[src/design/afvol_pkg.sv]
// shared constants, types and register codes for the audio frame fifo
`timescale 1ns / 1ps
`default_nettype none

package afvol_pkg;

  localparam int RING_FRAMES = 4096;
  localparam int ADDR_W      = $clog2(RING_FRAMES);
  localparam int POS_W       = $clog2(2 * RING_FRAMES);
  localparam int FREE_W      = 13;
  localparam int SAMPLE_W    = 16;
  localparam int FRAME_W     = 2 * SAMPLE_W;
  localparam int VOL_W       = 7;
  localparam int CFG_IDX_W   = 2;
  localparam int CFG_DATA_W  = 7;

  // sample * volume fits in 23 signed bits, its magnitude in 22
  localparam int PROD_W      = 23;
  localparam int MAG_W       = 22;

  // divide by 100 as (x * DIV_MUL) >> DIV_SHIFT, exact for x < 2**22
  localparam int DIV_SHIFT   = 29;
  localparam int DIV_MUL_W   = 23;
  localparam logic [DIV_MUL_W-1:0] DIV_MUL = 23'd5368710;
  localparam int QPROD_W     = MAG_W + DIV_MUL_W;

  localparam logic [VOL_W-1:0] VOL_MAX = 7'd100;

  localparam logic OP_PUSH = 1'b0;
  localparam logic OP_POP  = 1'b1;

  localparam logic [CFG_IDX_W-1:0] REG_STREAM_OPEN   = 2'd0;
  localparam logic [CFG_IDX_W-1:0] REG_STEREO_MODE   = 2'd1;
  localparam logic [CFG_IDX_W-1:0] REG_AUDIO_ENABLED = 2'd2;
  localparam logic [CFG_IDX_W-1:0] REG_VOLUME        = 2'd3;

  typedef struct packed {
    logic             stream_open;
    logic             stereo_mode;
    logic             audio_enabled;
    logic [VOL_W-1:0] volume_percent;
  } afvol_cfg_t;

  typedef struct packed {
    logic load_in;
    logic mul;
    logic div;
    logic mem_wr;
    logic mem_rd;
    logic res_load;
    logic res_accepted;
    logic res_underrun;
    logic res_from_mem;
  } afvol_cmd_t;

  typedef struct packed {
    logic full;
    logic empty;
  } afvol_stat_t;

endpackage

`default_nettype wire

[src/design/afvol_item_if.sv]
// handshake channels: producer/consumer items, results and register writes
`timescale 1ns / 1ps
`default_nettype none


interface afvol_cfg_if;
  logic                             valid;
  logic                             ready;
  logic [afvol_pkg::CFG_IDX_W-1:0]  index;
  logic [afvol_pkg::CFG_DATA_W-1:0] data;

  modport source (output valid, index, data, input ready);
  modport sink (input valid, index, data, output ready);
endinterface

`default_nettype wire

[src/design/afvol_regs.sv]
// configuration registers and the cursor clear pulse
`timescale 1ns / 1ps
`default_nettype none

module afvol_regs (
  input  wire logic            clk,
  input  wire logic            rst,
  afvol_cfg_if.sink            cfg,
  output afvol_pkg::afvol_cfg_t regs,
  output logic                 pos_clear
);

  logic wr;

  assign cfg.ready = 1'b1;
  assign wr        = cfg.valid;
  // any write to stream_open restarts both cursors
  assign pos_clear = wr && (cfg.index == afvol_pkg::REG_STREAM_OPEN);

  always_ff @(posedge clk) begin
    if (rst) begin
      regs.stream_open    <= 1'b0;
      regs.stereo_mode    <= 1'b1;
      regs.audio_enabled  <= 1'b1;
      regs.volume_percent <= afvol_pkg::VOL_MAX;
    end else if (wr) begin
      unique case (cfg.index)
        afvol_pkg::REG_STREAM_OPEN:   regs.stream_open    <= cfg.data[0];
        afvol_pkg::REG_STEREO_MODE:   regs.stereo_mode    <= cfg.data[0];
        afvol_pkg::REG_AUDIO_ENABLED: regs.audio_enabled  <= cfg.data[0];
        afvol_pkg::REG_VOLUME:        regs.volume_percent <= cfg.data;
        default: ;
      endcase
    end
  end

endmodule

`default_nettype wire

[src/flat_wrapper.sv]
// flat-port wrapper written by rule: the top's interface ports become plain ports
module afvol_regs_flat 
  (clk, rst, regs, pos_clear, cfg_valid, cfg_index, cfg_data, cfg_ready);
  afvol_cfg_if cfg_i ();
  input  wire logic clk;
  input  wire logic rst;
  output afvol_pkg::afvol_cfg_t regs;
  output logic pos_clear;
  input wire logic [$bits(cfg_i.valid)-1:0] cfg_valid;
  input wire logic [$bits(cfg_i.index)-1:0] cfg_index;
  input wire logic [$bits(cfg_i.data)-1:0] cfg_data;
  output wire logic [$bits(cfg_i.ready)-1:0] cfg_ready;
  assign cfg_i.valid = cfg_valid;
  assign cfg_i.index = cfg_index;
  assign cfg_i.data = cfg_data;
  assign cfg_ready = cfg_i.ready;
  afvol_regs u_core (.clk(clk), .rst(rst), .cfg(cfg_i), .regs(regs), .pos_clear(pos_clear));
endmodule
[config.mk]
export PLATFORM = sky130hd
export DESIGN_NAME = afvol_regs_flat
export DESIGN_NICKNAME = d
export VERILOG_FILES = /design/src/design/afvol_pkg.sv /design/src/design/afvol_item_if.sv /design/src/design/afvol_regs.sv /design/src/flat_wrapper.sv
export SDC_FILE = /design/constraint.sdc
export NUM_CORES = 1
export LEC_CHECK = 0
export BUFFER_PORTS_ARGS = -buffer_cell sky130_fd_sc_hd__buf_4
export CAP_MARGIN = 20
export CORE_AREA = 3 3 40 42
export CTS_CLUSTER_SIZE = 28
export DETAILED_ROUTE_END_ITERATION = 12
export DIE_AREA = 0 0 43 45
export PLACE_DENSITY = 0.67
export SETUP_SLACK_MARGIN = 0.1
export SYNTH_ARGS = -nofsm -noshare
export SYNTH_HDL_FRONTEND = slang
export SYNTH_SLANG_ARGS = --single-unit
[constraint.sdc]
create_clock -name clk -period 0.8 [get_ports clk]
set_input_delay 0.04 -clock clk [delete_from_list [all_inputs] [get_ports clk]]
set_output_delay 0.04 -clock clk [all_outputs]
set_load 0.005 [all_outputs]
Word level (Yosys, flattened, before mapping)
Index checks and enable logic that the tools add are counted.

word-level totals
  register bits = 10
  bits in latches = 0
  memory bits (writable) = 0
  bits in read-only memories = 0
  logic and storage cells = 13
  memories = 0

operators by class
  $add $sub $neg = 0
  multipliers = 0
  divide/modulo/power cells = 0
  order comparisons = 0
  equality and inequality tests = 3
  shift operators = 0
  muxes and demuxes = 0
  bitwise logic cells = 0
  reductions and logical operators = 6

operator list
  kind                count
  $reduce_and 2->1    4
  $eq 2x2->1 const B  2
  $eq 2x1->1 const B  1
  $logic_not 2->1     1
  $logic_and 1x1->1   1

Longest topological paths before layout
  word-level depth = 2
  mapped depth = 3
  mapped depth without buffers = 2

Least setup slack after synthesis
OpenSTA, ideal clock, no wires.

  kind = register to register
  start point = reg u_core.regs[7] (netlist name)
  end point = reg u_core.regs[7] (netlist name)
  setup time = 0.121 ns
  arrival = 0.447 ns
  slack = 0.232 ns
  stages on the path, launching flop included = 3
  buffers on the path = 0
  path through = dfxtp_1 > nor2_1 > mux2i_1

Final worst setup path
  start point = reg u_core.regs[4] (netlist name)
  end point = out regs[4] (netlist name)

RTL lines
  element           RTL line           source
  end: declaration  flat_wrapper.sv:7  output afvol_pkg::afvol_cfg_t regs;

No word-level cell between the ends.

==> flow_summary.ini <==
[routing]
via_count = 392
wire_per_inst_um = 10.5
ant_nets = 0
drt-initial-drc-count = 13
vias_per_cell = 4.51
drc = 0
routed_wl_um = 916
drt-pass1-iter-count = 4

[cells_and_area]
reg.largest.list = u_core.regs: 10 flops
fin_nets = 85
seqCellArea_um2 = 213
largest_reg_flops = 10
final_util_pct = 56.9
multi_input_area_um2 = 234
area_growth_pct = 60.9
n_antenna_cell = 0
instances_no_fill = 87
post-route-cell-area_um2 = 731
top_register = u_core.regs
drive_above_1_share_pct = 55.6
fillCellCount = 119

[clocking]
ctsHoldBuffers = 0
cts_tree = built
clockBufferDepth = 2
clock_latency_ns = 0.26
h-tree-depth = 1
cts.sinks = 10
clockRootBuffer = clkbuf_4
clk_pin_slew_ns = 0.06
cts_buffers = 3

[timing]
max_freq_ghz = 1.35
rsz0062_at_grt = yes
hold_slack_ns = 0.0330
layout_min_cycle_time_ns = 0.740
fin_setup_tns_ns = 0
final_hold_viol_count = 0
min_period_over_period_pct = 92.5
finClkSkew_ns = 0
final_max_slew_viol_count = 0
setup_viol = 0
worst_slack_ns = 0.0603

[floorplanning]
die_area_um2 = 1940
start_util_pct = 35.3
core_area_um2 = 1280
fp.dieW_um = 43
rows = 13
die_h_um = 45
io_pins = 24

[placement]
port_buffers = 22
dpl_worst_slack_ns = -0.0595
place.gp.congestion = 0.609
dpl_cell_area_um2 = 627
dp_hpwl_um = 638
placedCellCount = 82

[min_path]
hp-start = cfg_data[2]
hp-class = primary input to flip-flop
min_path_cells = 3
hold_path_end = u_core.regs[2]

[setup_path]
crit_buf_inv = 1
reg2reg_depth = 2
reg2reg_slack_ns = 0.18
r2r-start = u_core.regs[6]
critical_path_class = flip-flop to output port
worstPathCellList = buf_6
reg2reg_to = u_core.regs[6]
setup.worst_path.end_class = output port
worst_path_max_delay_cell = dfxtp_2
required_ns = 0.76
path_max_fanout = 2
critPathLaunchType = flip-flop
path_delay_family = flip-flops
crit_cells = 1
worst_ep_arrival_time_ns = 0.70
critPathMaxStageDelay_ns = 0.33

[outcome]
status = finished clean

[power_and_ir_drop]
clkPwrFrac_pct = 39.2
power_mw = 1.15
power.leakage_nw = 0.324
p_per_area_nw_per_um2 = 1580
power.internal_uw = 907
power_switching_uw = 247
ir_worst_vdd_mv = 0.932
seqPwrFrac_pct = 46.1
p_sw_share_pct = 21.4
combPwrFrac_pct = 14.8

[yosys]
synth_area_um2 = 454
ys_seq_area_share_pct = 44.1
synth.distinct_cells = 10
synthCells = 46
synth_seq_cells = 10
syn-num-nets = 58
yosysWarnings = 0
syn_area_per_cell_um2 = 9.87

[global_routing]
grt_remaining_overflow = 0
antenna_found_initial = 0
grt_max_degree = 19
first_global_vias = 356
track_usage_pct = 10.4
grt_pass1_wl_um = 1460

[job]
max_cap_violations = 0
==> cells in the mapped netlist <==
master	n	share of area (%)
and3_1	1	1.4
buf_4	2	3.3
buf_6	1	2.5
conb_1	1	0.83
dfxtp_1	10	44
mux2i_1	10	22
nand2b_1	9	12
nand3b_1	2	3.3
nor2_1	9	7.4
nor3b_2	1	2.8
==> how the worst max path moves through the flow <==
stage	start	slack, ns	to
final	u_core.regs[4]	0.06	regs[4]
after global routing	u_core.regs[4]	0.03	regs[4]
after CTS	u_core.regs[4]	0.05	regs[4]
after detailed placement	cfg_valid	-0.06	u_core.regs[0]
after global placement	cfg_valid	-0.06	u_core.regs[0]
after floorplan	u_core.regs[7]	0.23	u_core.regs[7]
==> cells in the final DEF, fill, tap and decap left out, drive strengths merged <==
cell type  Yosys  routed
nand2b         9       9
nand3b         2       2
conb           1       1
nor2           9       9
nor3b          1       1
buf            3      25
mux2i         10      10
clkbuf         0       4
and3           1       1
dfxtp         10      10
==> kinds of logic after synthesis <==
family | after synthesis | share of synthesized area, %
muxes | 10 | 22.0
DFF | 10 | 44.1
and+or+nand+nor | 22 | 27.3
buffers and inverters | 3 | 5.78
other | 1 | 0.826
==> cell type report <==
cell class                 count  share of cell area, %
sequential                    10                   29.1
multi-input combinational     33                   32.0
clock buffer                   4                   4.97
timing repair buffer          25                   31.3
tap                           15                   2.57
==> routing by layer <==
| layer | part of all wire (%) | routed length [µm] | vias up | GRT usage, % |
|---|---|---|---|---|
| met5 | 0 | 0 | - | 0 |
| met1 | 41 | 380 | 175 | 11.7 |
| met3 | 8.3 | 76 | 2 | 3.59 |
| met2 | 50 | 454 | 16 | 16.5 |
| li1 | - | - | 199 | - |
| met4 | 0.55 | 5 | 0 | 7.23 |
==> power by group through the flow <==
stage / logic [mW] / registers [mW] / clock network [mW]
finish: 0.170 / 0.531 / 0.452
CTS: 0.162 / 0.531 / 0.468
floorplan: 0.0671 / 0.537 / 0
detailed placement: 0.151 / 0.536 / 0
global route: 0.186 / 0.533 / 0.494
global placement: 0.150 / 0.536 / 0
==> what timing repair did <==
item | 4_1_cts | 5_1_grt
buffers inserted | 0 | 1
resized for setup | 20 | 2
pin swaps | 0 | 1
cloned | 0 | 0
setup endpoints to repair | 10 | 11
No activity file was read; power rests on OpenSTA's default activity.
