`src/design/afvol_pkg.sv`:
```
// shared constants, types and register codes for the audio frame fifo
`timescale 1ns / 1ps
`default_nettype none

package afvol_pkg;

  localparam int RING_FRAMES = 4096;
  localparam int ADDR_W      = $clog2(RING_FRAMES);
  localparam int POS_W       = $clog2(2 * RING_FRAMES);
  localparam int FREE_W      = 13;
  localparam int SAMPLE_W    = 16;
  localparam int FRAME_W     = 2 * SAMPLE_W;
  localparam int VOL_W       = 7;
  localparam int CFG_IDX_W   = 2;
  localparam int CFG_DATA_W  = 7;

  // sample * volume fits in 23 signed bits, its magnitude in 22
  localparam int PROD_W      = 23;
  localparam int MAG_W       = 22;

  // divide by 100 as (x * DIV_MUL) >> DIV_SHIFT, exact for x < 2**22
  localparam int DIV_SHIFT   = 29;
  localparam int DIV_MUL_W   = 23;
  localparam logic [DIV_MUL_W-1:0] DIV_MUL = 23'd5368710;
  localparam int QPROD_W     = MAG_W + DIV_MUL_W;

  localparam logic [VOL_W-1:0] VOL_MAX = 7'd100;

  localparam logic OP_PUSH = 1'b0;
  localparam logic OP_POP  = 1'b1;

  localparam logic [CFG_IDX_W-1:0] REG_STREAM_OPEN   = 2'd0;
  localparam logic [CFG_IDX_W-1:0] REG_STEREO_MODE   = 2'd1;
  localparam logic [CFG_IDX_W-1:0] REG_AUDIO_ENABLED = 2'd2;
  localparam logic [CFG_IDX_W-1:0] REG_VOLUME        = 2'd3;

  typedef struct packed {
    logic             stream_open;
    logic             stereo_mode;
    logic             audio_enabled;
    logic [VOL_W-1:0] volume_percent;
  } afvol_cfg_t;

  typedef struct packed {
    logic load_in;
    logic mul;
    logic div;
    logic mem_wr;
    logic mem_rd;
    logic res_load;
    logic res_accepted;
    logic res_underrun;
    logic res_from_mem;
  } afvol_cmd_t;

  typedef struct packed {
    logic full;
    logic empty;
  } afvol_stat_t;

endpackage

`default_nettype wire

```
`src/design/afvol_ctrl.sv`:
```
// controller: decides each item's path and sequences the datapath
`timescale 1ns / 1ps
`default_nettype none

module afvol_ctrl (
  input  wire logic             clk,
  input  wire logic             rst,
  input  wire logic             in_valid,
  output logic                  in_ready,
  input  wire logic             operation,
  input  wire logic             batch_end,
  output logic                  out_valid,
  input  wire logic             out_ready,
  input  afvol_pkg::afvol_cfg_t  regs,
  input  afvol_pkg::afvol_stat_t stat,
  output afvol_pkg::afvol_cmd_t  cmd
);

  localparam logic [2:0] S_IDLE = 3'd0;
  localparam logic [2:0] S_MUL  = 3'd1;
  localparam logic [2:0] S_DIV  = 3'd2;
  localparam logic [2:0] S_WR   = 3'd3;
  localparam logic [2:0] S_RD   = 3'd4;
  localparam logic [2:0] S_RES  = 3'd5;

  logic [2:0] state, state_next;
  logic       batch_refused, batch_refused_next;
  logic       res_accepted, res_accepted_next;
  logic       res_underrun, res_underrun_next;
  logic       res_from_mem, res_from_mem_next;
  logic       out_valid_next;
  logic       accept;
  logic       mute;
  logic       refuse_set;

  assign in_ready = (state == S_IDLE);
  assign accept   = in_valid && in_ready;
  assign mute     = !regs.audio_enabled || (regs.volume_percent == '0);

  always_comb begin
    state_next         = state;
    batch_refused_next = batch_refused;
    res_accepted_next  = res_accepted;
    res_underrun_next  = res_underrun;
    res_from_mem_next  = res_from_mem;
    out_valid_next     = out_valid;
    refuse_set         = 1'b0;
    cmd                = '0;
    cmd.res_accepted   = res_accepted;
    cmd.res_underrun   = res_underrun;
    cmd.res_from_mem   = res_from_mem;

    if (out_valid && out_ready) begin
      out_valid_next = 1'b0;
    end

    unique case (state)
      S_IDLE: begin
        if (accept) begin
          cmd.load_in       = 1'b1;
          res_accepted_next = 1'b0;
          res_underrun_next = 1'b0;
          res_from_mem_next = 1'b0;
          state_next        = S_RES;
          if (operation == afvol_pkg::OP_PUSH) begin
            if (batch_refused) begin
              res_accepted_next = 1'b0;
            end else if (!regs.stream_open) begin
              refuse_set = 1'b1;
            end else if (mute) begin
              res_accepted_next = 1'b1;
            end else if (stat.full) begin
              refuse_set = 1'b1;
            end else begin
              res_accepted_next = 1'b1;
              state_next        = S_MUL;
            end
            // batch end clears refusal after this frame is handled
            if (batch_end) begin
              batch_refused_next = 1'b0;
            end else if (refuse_set) begin
              batch_refused_next = 1'b1;
            end
          end else if (regs.stream_open) begin
            if (stat.empty) begin
              res_underrun_next = 1'b1;
            end else begin
              res_from_mem_next = 1'b1;
              state_next        = S_RD;
            end
          end
        end
      end
      S_MUL: begin
        cmd.mul    = 1'b1;
        state_next = S_DIV;
      end
      S_DIV: begin
        cmd.div    = 1'b1;
        state_next = S_WR;
      end
      S_WR: begin
        cmd.mem_wr = 1'b1;
        state_next = S_RES;
      end
      S_RD: begin
        cmd.mem_rd = 1'b1;
        state_next = S_RES;
      end
      S_RES: begin
        // result register free, or being emptied this cycle
        if (!out_valid || out_ready) begin
          cmd.res_load   = 1'b1;
          out_valid_next = 1'b1;
          state_next     = S_IDLE;
        end
      end
      default: begin
        state_next = S_IDLE;
      end
    endcase
  end

  always_ff @(posedge clk) begin
    if (rst) begin
      state         <= S_IDLE;
      batch_refused <= 1'b0;
      out_valid     <= 1'b0;
      res_accepted  <= 1'b0;
      res_underrun  <= 1'b0;
      res_from_mem  <= 1'b0;
    end else begin
      state         <= state_next;
      batch_refused <= batch_refused_next;
      out_valid     <= out_valid_next;
      res_accepted  <= res_accepted_next;
      res_underrun  <= res_underrun_next;
      res_from_mem  <= res_from_mem_next;
    end
  end

endmodule

`default_nettype wire

```
`config.mk`:
```
export PLATFORM = sky130hd
export DESIGN_NAME = afvol_ctrl
export DESIGN_NICKNAME = d
export VERILOG_FILES = /design/src/design/afvol_pkg.sv /design/src/design/afvol_ctrl.sv
export SDC_FILE = /design/constraint.sdc
export NUM_CORES = 1
export LEC_CHECK = 0
export ABC_CLOCK_PERIOD_IN_PS = 1470
export BUFFER_PORTS_ARGS = -buffer_cell sky130_fd_sc_hd__buf_2
export CORE_MARGIN = 2
export CORE_UTILIZATION = 36
export DETAILED_ROUTE_END_ITERATION = 10
export PLACE_DENSITY = 0.82
export SLEW_MARGIN = 20
export SYNTH_ARGS = -nofsm -noshare
export SYNTH_HDL_FRONTEND = slang
export SYNTH_SLANG_ARGS = --single-unit
export TNS_END_PERCENT = 5
```
`constraint.sdc`:
```
create_clock -name clk -period 1.47 [get_ports clk]
set_input_delay 0.147 -clock clk [delete_from_list [all_inputs] [get_ports clk]]
set_output_delay 0.147 -clock clk [all_outputs]
set_load 0.02 [all_outputs]
```
# == Word-level counts from Yosys, hierarchy flattened ==
# Index checks and enable logic that the tools add are counted.
# word_totals
output_inout_bits,11
register_bits,8
inputBits,18
wordCells,68
# classes
eq_ne,7
reduce_logical,13
bitwise,1
muxes,41
# ops
op,n
$mux 1,33
$mux 3,7
$pmux 3 s5,1
$logic_not 7->1,1
$eq 3x2->1 const B,2
$eq 3x3->1 const B,2
$reduce_and 2->1,2
$reduce_and 4->1,1
$eq 3x1->1 const B,1
$logic_not 3->1,1
$logic_and 1x1->1,2
$logic_not 1->1,2
$logic_or 1x1->1,2
$ne 2x1->1 const B,1
$ne 2x2->1 const B,1
$reduce_bool 2->1,1
$reduce_or 2->1,1
$not 1->1,1

# == Logic depth before layout (Yosys ltp) ==
# Gate-level depths: netlist of run 1.
# depth
word_depth,10
depth_mapped,6
ltp_nobuf,4

# == Worst setup path after synthesis of run 1 ==
# Ideal clock, no wire load.
# synth_path
path_kind,flip-flop to flip-flop
startpoint,register state[0]
endpoint,register res_underrun
path_stages_with_launch,7
setup_ps,70
required_time_ps,1400
t_arrival_ps,1384
path_buffers,2
period_less_slack_ps,1454
path_slack_ps,16
cell_sequence,dfxtp_1 -> buf_6 -> or4b_4 -> buf_6 -> clkinv_2 -> nand4_1 -> a21oi_1
# synth_between
elab_chain_len,3
# synth_lines
item,line_no,source
start: declaration,afvol_ctrl.sv:26,"logic [2:0] state, state_next;"
start signal: assignment,afvol_ctrl.sv:133,state <= state_next;
$logic_not 3->1 (*),"afvol_ctrl.sv:36, afvol_ctrl.sv:57",
$logic_and 1x1->1,afvol_ctrl.sv:37,assign accept = in_valid && in_ready;
$reduce_and 2->1 (no line) (*),--,
end signal: assignment,afvol_ctrl.sv:137,res_underrun <= res_underrun_next;
end: declaration,afvol_ctrl.sv:29,"logic res_underrun, res_underrun_next;"
# Every way passes the cells marked *; elsewhere a longest branch is shown, timed or not.
# A chain may end at the register's enable or synchronous reset.

==> results.py, run 1 <==
metrics = {
    "run_status": {
        "status": "completed",
    },
    "finish": {
        "post_route_cells_drive_above_1_share_pct": 50.6,
        "final_core_util_pct": 51.4,
        "diodes": 0,
        "multiInputGateArea_um2": 248,
        "fill_cells": 120,
        "final_area_um2": 644,
        "regArea_um2": 164,
        "nets": 107,
        "layout_common_cells": "buf_2, nor2_1, a21oi_1",
        "final_common_cell": "buf_2",
        "area_growth_pct": 37.3,
    },
    "timing": {
        "hold_ws_ps": 155,
        "drv_slew": 0,
        "hold_viol_final": 0,
        "period_share_pct": 99.7,
        "fin_skew_ps": 9.32,
        "tightest_slew_ps": 267,
        "slew_headroom_pct": 82.1,
        "layout_min_cycle_time_ps": 1470,
        "setup_ws_ps": 4.37,
        "max_freq_ghz": 0.682,
        "rsz0062_at_grt": "true",
        "finalSetupViolCount": 0,
    },
    "power_and_ir_drop": {
        "p_leak_nw": 0.307,
        "ir_drop_uv": 375,
        "powerDensity_nw_per_um2": 1190,
    },
    "critical_path": {
        "crit_chain": "or4b_4 -> clkinv_4 -> buf_6",
        "crit_family": "simple AND/OR/NAND/NOR gates",
        "cp_data_required_time_ps": 1320,
        "path_depth": 3,
        "critPathMaxStageDelay_ps": 570,
        "r2r_end": "batch_refused",
        "reg2regPathDepth": 5,
        "criticalPathCategory": "reg -> out",
        "cp-start-kind": "flip-flop",
        "crit_path_end_kind": "output port",
        "slowest_stage": "or4b_4",
        "reg2reg_slack_ps": 30,
        "r2r_start": "state[0]",
        "path_max_fanout": 2,
        "cp.arrival_ps": 1320,
        "critPathBufInv": 2,
    },
    "synthesis": {
        "synth_area_leaders": "dfxtp_1, a21oi_1, nor2_1",
        "synth_top_area_share_pct": 34.1,
        "synth-seq-cells": 8,
        "syn_inst": 59,
        "synth_top_cell_by_area": "dfxtp_1",
        "postSynthAreaPerCell_um2": 7.95,
        "syn-num-nets": 77,
        "mappedNetlistArea_um2": 469,
        "yosysWarnings": 0,
        "synth_cell_types": 26,
        "synth-seq-area-share_pct": 34.1,
    },
    "grt": {
        "track_usage_pct": 16.6,
        "grt_start_max_net_pins": 9,
        "grt_pass1_wl_um": 1760,
        "grt_pass1_vias": 479,
        "antenna_found_initial": 0,
        "grt_overflow": 0,
    },
    "routing": {
        "drtPass1Iterations": 4,
        "post_drt_wl_per_cell_um": 10.8,
        "via_count": 518,
        "post_drt_via_cell_ratio": 5.08,
        "drt_wl_total_um": 1100,
        "drcViolationCount": 0,
        "ant_nets": 0,
        "drt_first_iter_violations": 5,
    },
    "die": {
        "core_um2": 1250,
        "chipWidth_um": 40.1,
        "die_area_um2": 1610,
        "io_pins": 29,
        "die_y_um": 40.1,
        "start_util_pct": 37.5,
        "rows": 13,
    },
    "min_path": {
        "hold-path-endpoint": "state[2]",
        "min_from": "rst",
        "hold_class": "in -> reg",
        "hold_path_depth": 2,
    },
    "clock_network": {
        "cts_hold_buffers": 0,
        "path_clk_slew_ps": 60,
        "clk_latency_ps": 250,
        "clockBufferDepth": 2,
        "cts_tree": "done",
        "numCtsBuffers": 3,
        "root_buffer": "clkbuf_4",
        "clock_sinks": 8,
        "h-tree-depth": 1,
    },
    "placed_design": {
        "place_congestion": 0.827,
        "port-buffer-count": 27,
        "hpwl_um": 842,
        "placed_cell_area_um2": 582,
        "post-place-ws_ps": 34.1,
    },
    "run": {
        "maxCapViolCount": 0,
    },
}
cell type report:
type	instances	share of cell area (%)
Clock buffer	3	3.50
Inverter	3	2.52
Multi-Input combinational cell	42	38.4
Sequential cell	8	25.4
Tap cell	15	2.91
Timing Repair Buffer	31	27.2
Yosys cell counts (all sizes together):
library cell / n
dfxtp: 8
nor2: 8
a21oi: 7
nand2: 6
buf: 5
nor3: 3
and3: 2
inv: 2
nand4: 2
nor2b: 2
a21boi: 1
a31oi: 1
clkbuf: 1
clkinv: 1
nand2b: 1
nand3b: 1
o211ai: 1
o21a: 1
o21ai: 1
o221a: 1
o31ai: 1
or3: 1
or4: 1
or4b: 1
stage by stage:
step                instances  setup TNS, ps  power (mW)
global placement           96              0       0.547
detailed placement         96              0       0.554
global route              102          -26.1       0.819
finish                    102              0       0.769
CTS                       102              0       0.766
floorplan                  59              0       0.490
logic make-up after synthesis:
logic type / Yosys count / share of synthesized area (%)
DFF: 8 / 34.1
AOI/OAI and AO/OA: 14 / 19.5
buffers and inverters: 9 / 13.1
and+or+nand+nor: 28 / 33.3
worst max-delay path by stage:
stage / slack (ps) / startpoint / to
after floorplan: 20 / state[0] / res_underrun
after global placement: 80 / regs[2] / batch_refused
after detailed placement: 30 / regs[2] / batch_refused
after CTS: 10 / state[2] / batch_refused
after global routing: -30 / state[0] / cmd[8]
final: 4 / state[0] / cmd[8]
state kept, by name, indices dropped and copies added, names as in the netlist:
signal	cells
res_underrun	1
out_valid	1
res_from_mem	1
res_accepted	1
batch_refused	1
state	3
what timing repair did:
item                                   in CTS  in global routing
setup endpoints to repair                   1                  3
endpoints found under the hold margin       0                  0
pin swaps                                   1                  1
setup buffers                               3                  0
gates resized for setup                     4                  3
report_power, final:
group          leakage [nW]  internal (mW)  total, mW  switching, mW
combinational         0.227          0.154      0.339          0.185
sequential           0.0663          0.246      0.264         0.0182
clock                0.0138         0.0933      0.167         0.0732
total                 0.307          0.493      0.769          0.276
per-layer routing:
layer	global-route usage, %	wire [um]	up-vias
li1	-	-	259
met1	17.4	438	228
met2	28.6	532	25
met3	2.22	85	6
met4	14.7	44	0
met5	0	0	-
Note: power is estimated with default switching activity, not from simulation.
==> inputs of run 2 (changes only) <==
Settings changed: BUFFER_PORTS_ARGS -buffer_cell sky130_fd_sc_hd__buf_2 to -buffer_cell sky130_fd_sc_hd__buf_4, SETUP_SLACK_MARGIN from default to 0.05.
==> results.py, run 2 (synthesis gave the netlist of run 1 again) <==
metrics = {
    "min_path": {
        "min_from": "rst",
        "hold-path-endpoint": "state[0]",
        "hold_path_depth": 2,
        "hold_class": "in -> reg",
    },
    "grt": {
        "grt_start_max_net_pins": 9,
        "grt_pass1_vias": 445,
        "grt_pass1_wl_um": 1630,
        "antenna_found_initial": 0,
        "grt_overflow": 0,
        "track_usage_pct": 15.8,
    },
    "die": {
        "io_pins": 29,
        "rows": 13,
        "chipWidth_um": 40.1,
        "start_util_pct": 37.5,
        "die_area_um2": 1610,
        "die_y_um": 40.1,
        "core_um2": 1250,
    },
    "clock_network": {
        "path_clk_slew_ps": 50,
        "cts_tree": "done",
        "numCtsBuffers": 3,
        "clock_sinks": 8,
        "root_buffer": "clkbuf_4",
        "clk_latency_ps": 250,
        "clockBufferDepth": 2,
        "cts_hold_buffers": 0,
        "h-tree-depth": 1,
    },
    "placed_design": {
        "port-buffer-count": 27,
        "hpwl_um": 870,
        "place_congestion": 0.798,
        "post-place-ws_ps": 33.8,
    },
    "timing": {
        "fin_skew_ps": 3.14,
        "period_share_pct": 99.4,
        "tightest_slew_ps": 253,
        "hold_viol_final": 0,
        "finalSetupViolCount": 0,
        "layout_min_cycle_time_ps": 1460,
        "finalSetupTns_ps": 0,
        "slew_headroom_pct": 83.0,
        "hold_ws_ps": 110,
        "rsz0062_at_grt": "true",
        "drv_slew": 0,
        "max_freq_ghz": 0.684,
        "setup_ws_ps": 8.80,
    },
    "routing": {
        "drtPass1Iterations": 4,
        "drcViolationCount": 0,
        "ant_nets": 0,
        "drt_wl_total_um": 1090,
        "post_drt_via_cell_ratio": 5.04,
        "post_drt_wl_per_cell_um": 10.7,
        "via_count": 514,
        "drt_first_iter_violations": 5,
    },
    "finish": {
        "largest_register_ffs": 3,
        "final_common_cell": "buf_4",
        "area_growth_pct": 51.2,
        "layout_common_cells": "buf_4, nor2_1, a21oi_1, dfxtp_1, nand2_1",
        "diodes": 0,
        "regMostFlops": "state",
        "nets": 107,
        "post_route_cells_drive_above_1_share_pct": 49.4,
        "final_core_util_pct": 56.6,
    },
    "critical_path": {
        "reg2regPathDepth": 5,
        "criticalPathCategory": "reg -> out",
        "path_max_fanout": 2,
        "cp.arrival_ps": 1310,
        "r2r_end": "batch_refused",
        "crit_path_end_kind": "output port",
        "r2r_start": "state[0]",
        "cp-start-kind": "flip-flop",
        "reg2reg_slack_ps": 60,
        "cp_data_required_time_ps": 1320,
    },
    "power_and_ir_drop": {
        "p_leak_nw": 0.322,
        "powerDensity_nw_per_um2": 1130,
        "ir_drop_uv": 406,
    },
    "run": {
        "maxCapViolCount": 0,
    },
    "run_status": {
        "status": "completed",
    },
}
[run 2: cell counts in the layout (fill, tap and decap cells not counted)]
Identical to the previous run, type by type.
[run 2: area by class of cell]
class,instances,area [um2]
flip-flops and latches,8,161
clock buffers,3,22.5
fillers,113,543
well taps,15,18.8
multi-input cells,42,250
repair buffers,31,240
inverters,3,16.3
[run 2: worst max-delay path, cell delays in order (launching register included)]
cell and delay, ps:
dfxtp_2 310, or4b_4 570, clkinv_4 70, buf_6 110
[run 2: worst max path at each step]
| stage | start | end | slack [ps] |
|---|---|---|---|
| 2_1_floorplan | state[0] | batch_refused | 70 |
| 3_3_place_gp | regs[2] | batch_refused | 40 |
| 3_5_place_dp | regs[2] | batch_refused | 30 |
| 4_1_cts | state[1] | batch_refused | 7 |
| 5_1_grt | state[0] | cmd[8] | -20 |
| 6_report | state[0] | cmd[8] | 9 |
[run 2: what timing repair did]
action | CTS | global route
pin swaps | 1 | 3
cloned | 0 | 0
endpoints found under the setup margin | 2 | 5
gates resized for setup | 2 | 2
buffers inserted | 2 | 0
[run 2: power breakdown]
part | switching, mW | internal [mW] | total [mW]
sequential | 0.0178 | 0.244 | 0.261
clock | 0.0730 | 0.0933 | 0.166
combinational | 0.185 | 0.186 | 0.372
[run 2: through the flow]
step                      power, mW  instance area, um2  cells
final                         0.799                 709    102
after global placement        0.599                 661     97
after global routing          0.848                 709    102
after detailed placement      0.603                 661     97
after CTS                     0.799                 704    102
after floorplan               0.494                 473     59
[run 2: per-layer routing]
metal | share of wire [%] | routed length (um) | GRT usage, % | up-vias
li1 | - | - | - | 266
met1 | 39 | 426 | 16.3 | 219
met2 | 50 | 548 | 25.4 | 25
met3 | 7.5 | 82 | 3.89 | 4
met4 | 3.1 | 34 | 15.5 | 0
met5 | 0 | 0 | 0 | -
